===== src/rtl/core/cpd_pkg.sv =====
package cpd_pkg;

  localparam int COUNT_WIDTH = 24;
  localparam int BYTE_W      = 8;
  localparam int TOTAL_W     = 24;
  localparam int SYM_W       = 3;
  localparam int PEND_W      = 2;
  localparam int LEFT_W      = $clog2(BYTE_W + 1);
  localparam int CMP_W       = (COUNT_WIDTH > TOTAL_W) ? COUNT_WIDTH : TOTAL_W;
  localparam int E_LEN       = 4;
  localparam int QUEUE_DEPTH = 2;
  localparam int QCNT_W      = $clog2(QUEUE_DEPTH + 1);
  localparam int QPTR_W      = $clog2(QUEUE_DEPTH);

  localparam logic [SYM_W-1:0]  SYM_C = 3'd0;
  localparam logic [SYM_W-1:0]  SYM_R = 3'd1;
  localparam logic [SYM_W-1:0]  SYM_L = 3'd2;
  localparam logic [SYM_W-1:0]  SYM_S = 3'd3;
  localparam logic [SYM_W-1:0]  SYM_E = 3'd4;
  localparam logic [PEND_W-1:0] PEND_MAX = 2'd3;

  typedef logic [BYTE_W-1:0]      byte_t;
  typedef logic [TOTAL_W-1:0]     total_t;
  typedef logic [COUNT_WIDTH-1:0] count_t;

  typedef struct packed {
    logic [SYM_W-1:0] symbol;
    logic             last_of_byte;
    logic             finished;
  } result_t;

  typedef struct packed {
    logic stopped;
    logic push;
    logic pop;
  } eng_stat_t;

endpackage


===== src/rtl/core/clers_prefix_code_decoder.sv =====
// channel  | direction | handshake          | payload
// ---------+-----------+--------------------+--------------------------------------
// bytes    | in        | push / full        | code_byte_i
// symbols  | out       | pop / empty        | symbol_o, last_of_byte_o, finished_o
// total    | in        | symbol_total_we_i  | symbol_total_i
//
// one code bit is decoded per cycle by the bit engine, unless it holds as told below;
// the rest of a byte is skipped once the symbol total has been reached
// a two-entry byte queue in front lets a new byte be pushed while the engine works
// a two-entry result queue behind lets the engine run while a result waits;
// the engine holds on a bit that ends a code word while that queue is full
// reset clears the total, the symbol count, the pending ones and both queues
module clers_prefix_code_decoder (
  input  logic                            clk_i,
  input  logic                            rst_ni,
  input  logic                            push,
  input  logic [cpd_pkg::BYTE_W-1:0]      code_byte_i,
  output logic                            full,
  input  logic                            symbol_total_we_i,
  input  logic [cpd_pkg::TOTAL_W-1:0]     symbol_total_i,
  output logic                            empty,
  input  logic                            pop,
  output logic [cpd_pkg::SYM_W-1:0]       symbol_o,
  output logic                            last_of_byte_o,
  output logic                            finished_o
);
  import cpd_pkg::*;

  logic      byte_empty, byte_pop, res_push, res_full;
  byte_t     byte_data;
  result_t   res_in, res_out;
  eng_stat_t stat;

  cpd_byte_queue u_front (
    .clk_i   (clk_i),
    .rst_ni  (rst_ni),
    .push_i  (push),
    .data_i  (code_byte_i),
    .full_o  (full),
    .pop_i   (byte_pop),
    .empty_o (byte_empty),
    .data_o  (byte_data)
  );

  cpd_engine u_engine (
    .clk_i        (clk_i),
    .rst_ni       (rst_ni),
    .byte_valid_i (!byte_empty),
    .byte_i       (byte_data),
    .byte_pop_o   (byte_pop),
    .total_we_i   (symbol_total_we_i),
    .total_i      (symbol_total_i),
    .res_push_o   (res_push),
    .res_o        (res_in),
    .res_full_i   (res_full),
    .stat_o       (stat)
  );

  cpd_result_queue u_back (
    .clk_i   (clk_i),
    .rst_ni  (rst_ni),
    .push_i  (res_push),
    .data_i  (res_in),
    .full_o  (res_full),
    .pop_i   (pop),
    .empty_o (empty),
    .data_o  (res_out)
  );

  assign symbol_o       = res_out.symbol;
  assign last_of_byte_o = res_out.last_of_byte;
  assign finished_o     = res_out.finished;

`ifndef ASSERT_OFF
  a_no_push_when_full : assert property (@(posedge clk_i) disable iff (!rst_ni)
    stat.push |-> !res_full)
    else $error("result written into a full queue");

  a_no_pop_when_empty : assert property (@(posedge clk_i) disable iff (!rst_ni)
    stat.pop |-> !byte_empty)
    else $error("byte taken from an empty queue");

  a_silent_when_stopped : assert property (@(posedge clk_i) disable iff (!rst_ni)
    stat.stopped |-> !stat.push)
    else $error("symbol produced after the total was reached");

  a_finished_is_last : assert property (@(posedge clk_i) disable iff (!rst_ni)
    (stat.push && res_in.finished) |-> res_in.last_of_byte)
    else $error("finishing symbol not marked last of its byte");

  a_stop_after_finish : assert property (@(posedge clk_i) disable iff (!rst_ni)
    (stat.push && res_in.finished && !symbol_total_we_i) |=> stat.stopped)
    else $error("decoding went on after the finishing symbol");
`endif

endmodule


===== src/rtl/core/cpd_byte_queue.sv =====
module cpd_byte_queue (
  input  logic           clk_i,
  input  logic           rst_ni,
  input  logic           push_i,
  input  cpd_pkg::byte_t data_i,
  output logic           full_o,
  input  logic           pop_i,
  output logic           empty_o,
  output cpd_pkg::byte_t data_o
);
  import cpd_pkg::*;

  byte_t             mem_q [QUEUE_DEPTH];
  logic [QPTR_W-1:0] wr_ptr_q, wr_ptr_d;
  logic [QPTR_W-1:0] rd_ptr_q, rd_ptr_d;
  logic [QCNT_W-1:0] cnt_q, cnt_d;
  logic              do_push, do_pop;

  assign full_o  = (cnt_q == QCNT_W'(QUEUE_DEPTH));
  assign empty_o = (cnt_q == '0);
  assign do_push = push_i && !full_o;
  assign do_pop  = pop_i && !empty_o;
  assign data_o  = mem_q[rd_ptr_q];

  always_comb begin
    wr_ptr_d = do_push ? wr_ptr_q + QPTR_W'(1) : wr_ptr_q;
    rd_ptr_d = do_pop ? rd_ptr_q + QPTR_W'(1) : rd_ptr_q;
    cnt_d    = cnt_q + QCNT_W'(do_push) - QCNT_W'(do_pop);
  end

  always_ff @(posedge clk_i or negedge rst_ni) begin
    if (!rst_ni) begin
      wr_ptr_q <= '0;
      rd_ptr_q <= '0;
      cnt_q    <= '0;
    end else begin
      wr_ptr_q <= wr_ptr_d;
      rd_ptr_q <= rd_ptr_d;
      cnt_q    <= cnt_d;
    end
  end

  always_ff @(posedge clk_i) begin
    if (do_push) begin
      mem_q[wr_ptr_q] <= data_i;
    end
  end

endmodule


===== src/rtl/core/cpd_result_queue.sv =====
module cpd_result_queue (
  input  logic             clk_i,
  input  logic             rst_ni,
  input  logic             push_i,
  input  cpd_pkg::result_t data_i,
  output logic             full_o,
  input  logic             pop_i,
  output logic             empty_o,
  output cpd_pkg::result_t data_o
);
  import cpd_pkg::*;

  result_t           mem_q [QUEUE_DEPTH];
  logic [QPTR_W-1:0] wr_ptr_q, wr_ptr_d;
  logic [QPTR_W-1:0] rd_ptr_q, rd_ptr_d;
  logic [QCNT_W-1:0] cnt_q, cnt_d;
  logic              do_push, do_pop;

  assign full_o  = (cnt_q == QCNT_W'(QUEUE_DEPTH));
  assign empty_o = (cnt_q == '0);
  assign do_push = push_i && !full_o;
  assign do_pop  = pop_i && !empty_o;
  assign data_o  = mem_q[rd_ptr_q];

  always_comb begin
    wr_ptr_d = do_push ? wr_ptr_q + QPTR_W'(1) : wr_ptr_q;
    rd_ptr_d = do_pop ? rd_ptr_q + QPTR_W'(1) : rd_ptr_q;
    cnt_d    = cnt_q + QCNT_W'(do_push) - QCNT_W'(do_pop);
  end

  always_ff @(posedge clk_i or negedge rst_ni) begin
    if (!rst_ni) begin
      wr_ptr_q <= '0;
      rd_ptr_q <= '0;
      cnt_q    <= '0;
    end else begin
      wr_ptr_q <= wr_ptr_d;
      rd_ptr_q <= rd_ptr_d;
      cnt_q    <= cnt_d;
    end
  end

  always_ff @(posedge clk_i) begin
    if (do_push) begin
      mem_q[wr_ptr_q] <= data_i;
    end
  end

endmodule


===== src/rtl/core/cpd_engine.sv =====
module cpd_engine (
  input  logic               clk_i,
  input  logic               rst_ni,
  input  logic               byte_valid_i,
  input  cpd_pkg::byte_t     byte_i,
  output logic               byte_pop_o,
  input  logic               total_we_i,
  input  cpd_pkg::total_t    total_i,
  output logic               res_push_o,
  output cpd_pkg::result_t   res_o,
  input  logic               res_full_i,
  output cpd_pkg::eng_stat_t stat_o
);
  import cpd_pkg::*;

  total_t            total_q;
  count_t            done_q, done_d, done_inc;
  logic [PEND_W-1:0] pend_q, pend_d;
  logic              busy_q, busy_d;
  byte_t             shift_q, shift_d;
  logic [LEFT_W-1:0] left_q, left_d;

  logic cur_bit, emit, stop, advance, finish, load, fin, more;

  assign cur_bit  = shift_q[BYTE_W-1];
  assign stop     = CMP_W'(done_q) >= CMP_W'(total_q);
  assign emit     = !cur_bit || (pend_q == PEND_MAX);
  // counter saturates at all ones
  assign done_inc = (&done_q) ? done_q : done_q + COUNT_WIDTH'(1);
  assign fin      = (CMP_W'(done_inc) == CMP_W'(total_q));
  // low bits are refilled with ones, so a zero there is a real code end;
  // otherwise only a full run of ones can still complete an E
  assign more     = !(&shift_q[BYTE_W-2:0]) || (left_q > LEFT_W'(E_LEN));

  assign advance    = busy_q && !stop && (!emit || !res_full_i);
  assign res_push_o = busy_q && !stop && emit && !res_full_i;
  assign finish     = busy_q && (stop || (advance && left_q == LEFT_W'(1)));
  assign load       = byte_valid_i && (!busy_q || finish);
  assign byte_pop_o = load;

  assign res_o.symbol       = cur_bit ? SYM_E : {1'b0, pend_q};
  assign res_o.finished     = fin;
  assign res_o.last_of_byte = fin || !more;

  assign stat_o.stopped = stop;
  assign stat_o.push    = res_push_o;
  assign stat_o.pop     = load;

  always_comb begin
    done_d  = done_q;
    pend_d  = pend_q;
    shift_d = shift_q;
    left_d  = left_q;
    busy_d  = busy_q;
    if (advance) begin
      shift_d = {shift_q[BYTE_W-2:0], 1'b1};
      left_d  = left_q - LEFT_W'(1);
      if (emit) begin
        pend_d = '0;
        done_d = done_inc;
      end else begin
        pend_d = pend_q + PEND_W'(1);
      end
    end
    if (finish) begin
      busy_d = 1'b0;
    end
    if (load) begin
      busy_d  = 1'b1;
      shift_d = byte_i;
      left_d  = LEFT_W'(BYTE_W);
    end
  end

  always_ff @(posedge clk_i or negedge rst_ni) begin
    if (!rst_ni) begin
      total_q <= '0;
      done_q  <= '0;
      pend_q  <= '0;
      busy_q  <= 1'b0;
      left_q  <= '0;
    end else begin
      if (total_we_i) begin
        total_q <= total_i;
      end
      done_q <= done_d;
      pend_q <= pend_d;
      busy_q <= busy_d;
      left_q <= left_d;
    end
  end

  always_ff @(posedge clk_i) begin
    shift_q <= shift_d;
  end

endmodule


===== config.mk =====
export PLATFORM = sky130hd
export DESIGN_NAME = clers_prefix_code_decoder
export DESIGN_NICKNAME = d
export VERILOG_FILES = /design/src/rtl/core/cpd_pkg.sv /design/src/rtl/core/clers_prefix_code_decoder.sv /design/src/rtl/core/cpd_byte_queue.sv /design/src/rtl/core/cpd_result_queue.sv /design/src/rtl/core/cpd_engine.sv
export SDC_FILE = /design/constraint.sdc
export NUM_CORES = 1
export LEC_CHECK = 0
export ABC_AREA = 1
export BUFFER_PORTS_ARGS = -buffer_cell sky130_fd_sc_hd__buf_2
export CAP_MARGIN = 20
export CORE_MARGIN = 2
export CORE_UTILIZATION = 55
export DETAILED_ROUTE_END_ITERATION = 7
export HOLD_SLACK_MARGIN = 0.1
export PLACE_DENSITY = 0.74
export SYNTH_ARGS = -nofsm -noshare
export SYNTH_HDL_FRONTEND = slang
export SYNTH_SLANG_ARGS = --single-unit

===== constraint.sdc =====
create_clock -name clk_i -period 4.7 [get_ports clk_i]
set_input_delay 0.47 -clock clk_i [delete_from_list [all_inputs] [get_ports clk_i]]
set_output_delay 0.47 -clock clk_i [all_outputs]
set_load 0.01 [all_outputs]

---- Word-level counts from Yosys, hierarchy flattened ----
Memory sizes are Yosys's and may differ from the RTL's.
Index checks and enable logic that the tools add are counted.
word-level totals
  flip-flop bits (word level) ............. 71
  memory bits (writable) .................. 26
  input bits .............................. 37
  memories ................................ 2
operators by class
  $add $sub $neg .......................... 11
  $lt $le $gt $ge ......................... 2
  eq/ne operators ......................... 5
  mux-type cells .......................... 13
  reductions and logical operators ........ 34
memory list
  name           words  bits a word  read ports  clocked after Yosys merged registers in  write ports  RTL line                RTL
  u_front.mem_q  2      8            1           0                                        1            cpd_byte_queue.sv:13    byte_t mem_q [QUEUE_DEPTH];
  u_back.mem_q   2      5            1           0                                        1            cpd_result_queue.sv:13  result_t mem_q [QUEUE_DEPTH];
operators with widths
  cell                                                                              number
  24-bit by 1-bit adder with 24-bit output (second input constant)                  1
  24-bit equality test                                                              1
  24-bit greater-or-equal comparator                                                1
  24-bit 2-to-1 mux                                                                 1
  24-bit AND reduction                                                              1
  8-bit 2-to-1 mux                                                                  2
  1-bit logical AND                                                                 11
  1-bit logical NOT                                                                 10
  4-bit 2-to-1 mux                                                                  2
  7-bit AND reduction                                                               1
  2-bit equality test (second input constant)                                       3
  1-bit logical OR                                                                  6
  1-bit 2-to-1 mux                                                                  6
  1-bit adder (second input constant)                                               4
  2-bit by 1-bit adder with 2-bit output                                            2
  4-bit by 1-bit equality test with 1-bit output (second input constant)            1
  4-bit by 3-bit greater-than comparator with 1-bit output (second input constant)  1
  2-bit logical NOT                                                                 2
  2-bit nonzero test                                                                2
  2-bit by 1-bit subtractor with 2-bit output                                       2
  4-bit by 1-bit subtractor with 4-bit output (second input constant)               1
  3-bit 2-to-1 mux                                                                  1
  2-bit by 1-bit adder with 2-bit output (second input constant)                    1
  2-bit 2-to-1 mux                                                                  1
  2-bit AND reduction                                                               1

---- Longest topological paths before layout ----
  depth after elaboration ................. 12
  depth in mapped cells ................... 18
  gate-level depth less buffers ........... 16

---- Modules after synthesis ----
Synthesis repeated with hierarchy kept, for this count alone.
second synthesis, totals
  cells, all modules ...................... 756
  area, all modules ....................... 5,788.1 um2
modules (own cells, without submodules)
  module                     times used  cells each  area each (um2)  sequential area each (um2)
  cpd_engine                 1           621         4,362.9          1,616.6
  cpd_byte_queue             1           75          823.3            580.6
  cpd_result_queue           1           59          598.1            400.4
  clers_prefix_code_decoder  1           1           3.8              0.0

---- Least setup slack after synthesis ----
No wires, ideal clock.
  path type ............................... register to register
  from .................................... register u_engine.done_q[23]
  to ...................................... register u_front.cnt_q[1]
  data arrival time ....................... 2,540 ps
  slack ................................... 2,080 ps
  cell stages (with the launch flop) ...... 16
  path buffers ............................ 1
  cells stage by stage .................... dfrtp_1 > ha_1 > nand2_1 > nor2_1 > nor3b_1 > nor3b_1 > nand2_1 > nand3_1 > nand2_2 > inv_1 > buf_4 > ha_1 > inv_1 > ha_1 > xnor2_1 > xor2_1
on the way
  word-level cells in the longest chain between the ends .. 11
RTL lines
  item                                             RTL line                         RTL
  start: declaration                               cpd_engine.sv:17                 count_t done_q, done_d, done_inc;
  start signal: assignment                         cpd_engine.sv:86                 done_q <= done_d;
  24-bit greater-or-equal comparator (*)           cpd_engine.sv:26                 assign stop = CMP_W'(done_q) >= CMP_W'(total_q);
  1-bit logical NOT                                cpd_engine.sv:35                 assign advance = busy_q && !stop && (!emit || !res_full_i);
  1-bit logical AND (2 in a row)                   cpd_engine.sv:35
  1-bit logical AND                                cpd_engine.sv:37                 assign finish = busy_q && (stop || (advance && left_q == LEFT_W'(1)));
  1-bit logical OR (*)                             cpd_engine.sv:37
  1-bit logical AND (*)                            cpd_engine.sv:37
  1-bit logical OR (*)                             cpd_engine.sv:38                 assign load = byte_valid_i && (!busy_q || finish);
  1-bit logical AND (*)                            cpd_engine.sv:38
  net byte_pop                                     clers_prefix_code_decoder.sv:29  logic byte_empty, byte_pop, res_push, res_full;
  1-bit logical AND (*)                            cpd_byte_queue.sv:22             assign do_pop = pop_i && !empty_o;
  2-bit by 1-bit subtractor with 2-bit output (*)  cpd_byte_queue.sv:28             cnt_d = cnt_q + QCNT_W'(do_push) - QCNT_W'(do_pop);
  net u_front.cnt_d[1]                             cpd_byte_queue.sv:16             logic [QCNT_W-1:0] cnt_q, cnt_d;
  end signal: assignment                           cpd_byte_queue.sv:39             cnt_q <= cnt_d;
  end: declaration                                 cpd_byte_queue.sv:16
Mark *: on every way through the listed nets, which the timed path passes. The rest lies on a longest branch.
A chain may end at the register's enable or synchronous reset.

---- Worst setup path in the final report ----
  from .................................... register u_engine.done_q[0]
  to ...................................... memory u_back.mem_q[1][2] in the netlist's numbering (enable)
on the way
  word-level cells in the longest chain between the ends .. 8
RTL lines
  item                                    RTL line                RTL
  24-bit greater-or-equal comparator      cpd_engine.sv:26
  1-bit logical NOT                       cpd_engine.sv:36        assign res_push_o = busy_q && !stop && emit && !res_full_i;
  1-bit logical AND (3 in a row)          cpd_engine.sv:36
  1-bit logical AND                       cpd_result_queue.sv:21  assign do_push = push_i && !full_o;
  1-bit 2-to-1 mux                        cpd_result_queue.sv:44  if (do_push) begin
  1-bit 2-to-1 mux (not written as such)  cpd_result_queue.sv:45  mem_q[wr_ptr_q] <= data_i;
  end: declaration                        cpd_result_queue.sv:13
No other way between the ends.

==> summary by stage <==
Run status
The flow ran to the end, and the final reports show no timing, DRC or antenna violations.

Logic synthesis
The most used flip-flop cell after synthesis is sky130_fd_sc_hd__dfrtp_1. In this run, distinct cell masters in the synthesized netlist total 30. Synthesis produced a netlist whose cell count is 788. The synthesized design contains 34 enable-type register cells. The register bit count reported by yosys is 97. Of the synthesized area, sequential elements account for 0.443. Counting flops with an async set or reset pin after synthesis yields a share of 0.649. The per-instance average area after synthesis is 7.45 sq um. When the netlist entered floorplanning its net count stood at 857. The synthesis warning total is 0.

The cell area after synthesis is 5870 sq um.

Clock network
Counting every sink on the clock net gives 97. The post-CTS clock slew at the launch and capture registers of the worst setup and hold paths is 0.11 ns. Clock tree synthesis selected as its root buffer the cell sky130_fd_sc_hd__clkbuf_8. The maximum root-to-sink buffer count is 2.

After clock tree synthesis, the flow added hold-fix buffers numbering 0. The TritonCTS buffer count is 9. TritonCTS built the clock tree. The number of gates resized after cts is 0. The H-tree was split into 3 levels. The number of setup buffers added after CTS is 0.

The latest clock arrival within the worst-skew pair is 0.39 ns.

Final layout
In the final layout, the share of cells above drive strength 1 is 0.0925. Compared with the post-synthesis result, the final layout area differs by 8.38%. The filler cell count is 956. In the layout the commonest cells are sky130_fd_sc_hd__nand2_1, sky130_fd_sc_hd__inv_1, sky130_fd_sc_hd__nor2_1. The repair_antennas step left the layout with diodes totalling 0. For this run, the share of the core covered by cells in the final layout is 0.616. The net count of the finished layout is 896. Leaving out fill and tap cells, the most frequent cell in the layout is sky130_fd_sc_hd__nand2_1.

Routing
The number of vias in the routed layout is 5127. In this run the remaining antenna-violating nets after routing total 0. The first-pass iteration count of the detailed router is 5. Dividing the detail-routed wire length by the instance count gives 14.8 um. After detailed routing, the number of remaining DRC violations is 0.

The violation count after the first detailed-routing iteration is 426. The routed via count divided by cell count is 5.30. For this block, the routed nets add up to 14300 um of wire.

Placed design
Before CTS, the worst setup slack after placement is 1.52 ns. Routability-driven placement finished with a final weighted congestion of 0.947. The HPWL after detailed placement is 10600 um. During placement, the flow inserted port buffers numbering 43.

Critical path
The number of buffers and inverters on the critical path is 1. The required time reported for the critical path endpoint is 4.76 ns. The arrival time reported for the critical path endpoint is 3.26 ns. The kind of start point of the critical path is a register. Walking the worst path, the cells encountered are inv_1, ha_1, nand4_1, nor2_1, nor3_1, nand3b_1, nand2_1, nand2_1, nor2_2, nand2_1, nor2_1.

Among the stages of the critical path, the cell type that occurs most often is sky130_fd_sc_hd__nand2_1. In this run the worst path has a maximum fanout of 19. The delay of the slowest cell on the worst path is 0.54 ns. The largest delay contributor family on the critical path is simple AND/OR/NAND/NOR gates. The category of the worst setup path capture point is a register. The setup path with the least slack is of type register to register.

The slowest stage of the critical path is the sky130_fd_sc_hd__dfrtp_1 cell.

GRT
The largest net degree at the start of global routing is 64. The remaining global-route overflow is 0. The first global-routing pass estimated 23900 um of wire.

The via count of the first global-routing pass is 4929. The number of antenna violations at the first check in global routing is 0. The overall fraction of global-route tracks in use is 0.270.

STA
The number of slew-limit violations in the final report is 0. The relative max-transition margin is 0.433. The transition time at the pin with the least slew margin is 0.851 ns. The setup-violating endpoint count in the final report is 0. The setup skew after layout is 0.0123 ns.

After layout, the minimum clock period comes to 3.20 ns. In the finished design, the share of the clock period the worst path needs comes to 0.682. The setup TNS after final layout is 0 ns. Setup slack on the critical path of the routed design comes to 1.50 ns. Setup repair after global routing left no endpoint under its margin. For this run, the top clock speed supported by timing is 312 MHz. The tightest hold path in the finished design has a slack of 0.263 ns. The count of endpoints failing hold in the final timing report is 0.

Pwr
The maximum vdd ir drop is 0.000294 V. Summed over all nets, the switching power comes to 1.21 mW. The design draws 2.90 mW. The share of total power dissipated in sequential elements is 0.439. The part of the total power dissipated in the clock network is 0.188. The combinational share of power is 0.373. The power density over the cells is 456 nW/um^2.

Internal power comes to 1.69 mW. In this run the static leakage power is 3.22 nW. Of the total power, the share spent switching nets is 0.418.

Die
From bottom edge to top edge, the die measures 107 um. The initial core utilization is 0.568. In this run the horizontal extent of the chip is 107 um. After floorplanning, the core was divided into 37 placement rows. The die covers 11500 sq um. The core region is 10300 sq um. The number of ports placed on the die boundary is 44.

Flow run
The tool flagged a number of max-cap violations equal to 0.

Min path
The tightest min-delay check is of the input pin to asynchronous set/reset pin type.
[registers in the layout (all words and copies together), names as in the netlist, 2 cells and up]
name              flops
u_engine.pend_q       2
u_back.cnt_q          2
u_engine.left_q       4
u_engine.shift_q      8
u_engine.done_q      24
u_front.mem_q        16
u_engine.total_q     24
u_front.cnt_q         2
u_back.mem_q         10
[cells in the mapped netlist (all sizes together), types with 5 or more instances]
cell type | n | area [sq um]
a21oi | 14 | 70.1
buf | 12 | 77.6
clkbuf | 6 | 22.5
dfrtp | 63 | 1580
edfxtp | 34 | 1020
ha | 32 | 400
inv | 84 | 315
nand2 | 321 | 1230
nand3 | 59 | 295
nand4 | 14 | 87.6
nor2 | 75 | 312
o21ai | 43 | 215
o21bai | 5 | 37.5
xor2 | 10 | 87.6
[per-stage QoR]
step	instance area, sq um	instances
floorplan	5870	788
global placement	6180	952
detailed placement	6180	952
CTS	6360	968
global route	6360	968
finish	6360	968
[worst reg2reg max path, stage by stage (launching register included)]
cell and delay [ns]:
sky130_fd_sc_hd__dfrtp_1 0.54, sky130_fd_sc_hd__inv_1 0.13, sky130_fd_sc_hd__ha_1 0.31, sky130_fd_sc_hd__nand4_1 0.09, sky130_fd_sc_hd__nor2_1 0.05, sky130_fd_sc_hd__nor3_1 0.17
sky130_fd_sc_hd__nand3b_1 0.16, sky130_fd_sc_hd__nand2_1 0.11, sky130_fd_sc_hd__nand2_1 0.08, sky130_fd_sc_hd__nor2_2 0.25, sky130_fd_sc_hd__nand2_1 0.49, sky130_fd_sc_hd__nor2_1 0.51
[worst paths after layout]
| path | startpoint | end | slack [ns] | cells after the start |
|---|---|---|---|---|
| min in group clk_i | code_byte_i[2] | u_front.mem_q[0][2] | 0.26 | 1 |
| setup / recovery | u_engine.done_q[0] | u_back.mem_q[1][2] | 1.50 | 11 |
| setup reg to reg | u_engine.done_q[0] | u_back.mem_q[1][2] | 1.50 | 11 |
| hold reg to reg | u_front.wr_ptr_q | u_front.wr_ptr_q | 0.55 | 2 |
| hold / removal | rst_ni | u_engine.done_q[18] | 0.26 | 2 |
| max in group asynchronous | rst_ni | u_engine.total_q[11] | 3.88 | 2 |
[power groups by stage]
stage / combinational, mW / sequential, mW / clock, mW
after CTS: 1.08 / 1.27 / 0.557
final: 1.08 / 1.27 / 0.546
after detailed placement: 1.08 / 1.29 / 0
after global placement: 1.03 / 1.27 / 0
after global routing: 1.24 / 1.29 / 0.581
after floorplan: 0.812 / 1.23 / 0
[metal layers]
metal | track usage | part of all wire | vias up
met3 | 0.0339 | 0.058 | 23
li1 | - | - | 2594
met2 | 0.434 | 0.45 | 159
met5 | 0 | 0 | -
met1 | 0.374 | 0.47 | 2351
met4 | 0.102 | 0.024 | 0
[kinds of logic (layout without fill, tap and decap cells)]
family                     after synthesis  in the layout  share of synthesized area
xor gates and xnor gates                14             14                     0.0209
DFF                                     97             97                      0.443
and+or+nand+nor                        478            478                      0.339
buffers and inverters                  103            147                     0.0714
adders and majority gates               32             32                     0.0682
AOI/OAI and AO/OA                       64             64                     0.0576
[area by class of cell]
type                       count  area, sq um  share of cell area
multi-input combinational    588         2850               0.448
sequential                    97         2600               0.408
inverter                      85          319              0.0502
timing repair buffer          46          238              0.0374
tap                          136          170              0.0268
clock buffer                   9          124              0.0195
clock inverter                 7         60.1             0.00944
Note: power is estimated with default switching activity, not from simulation.
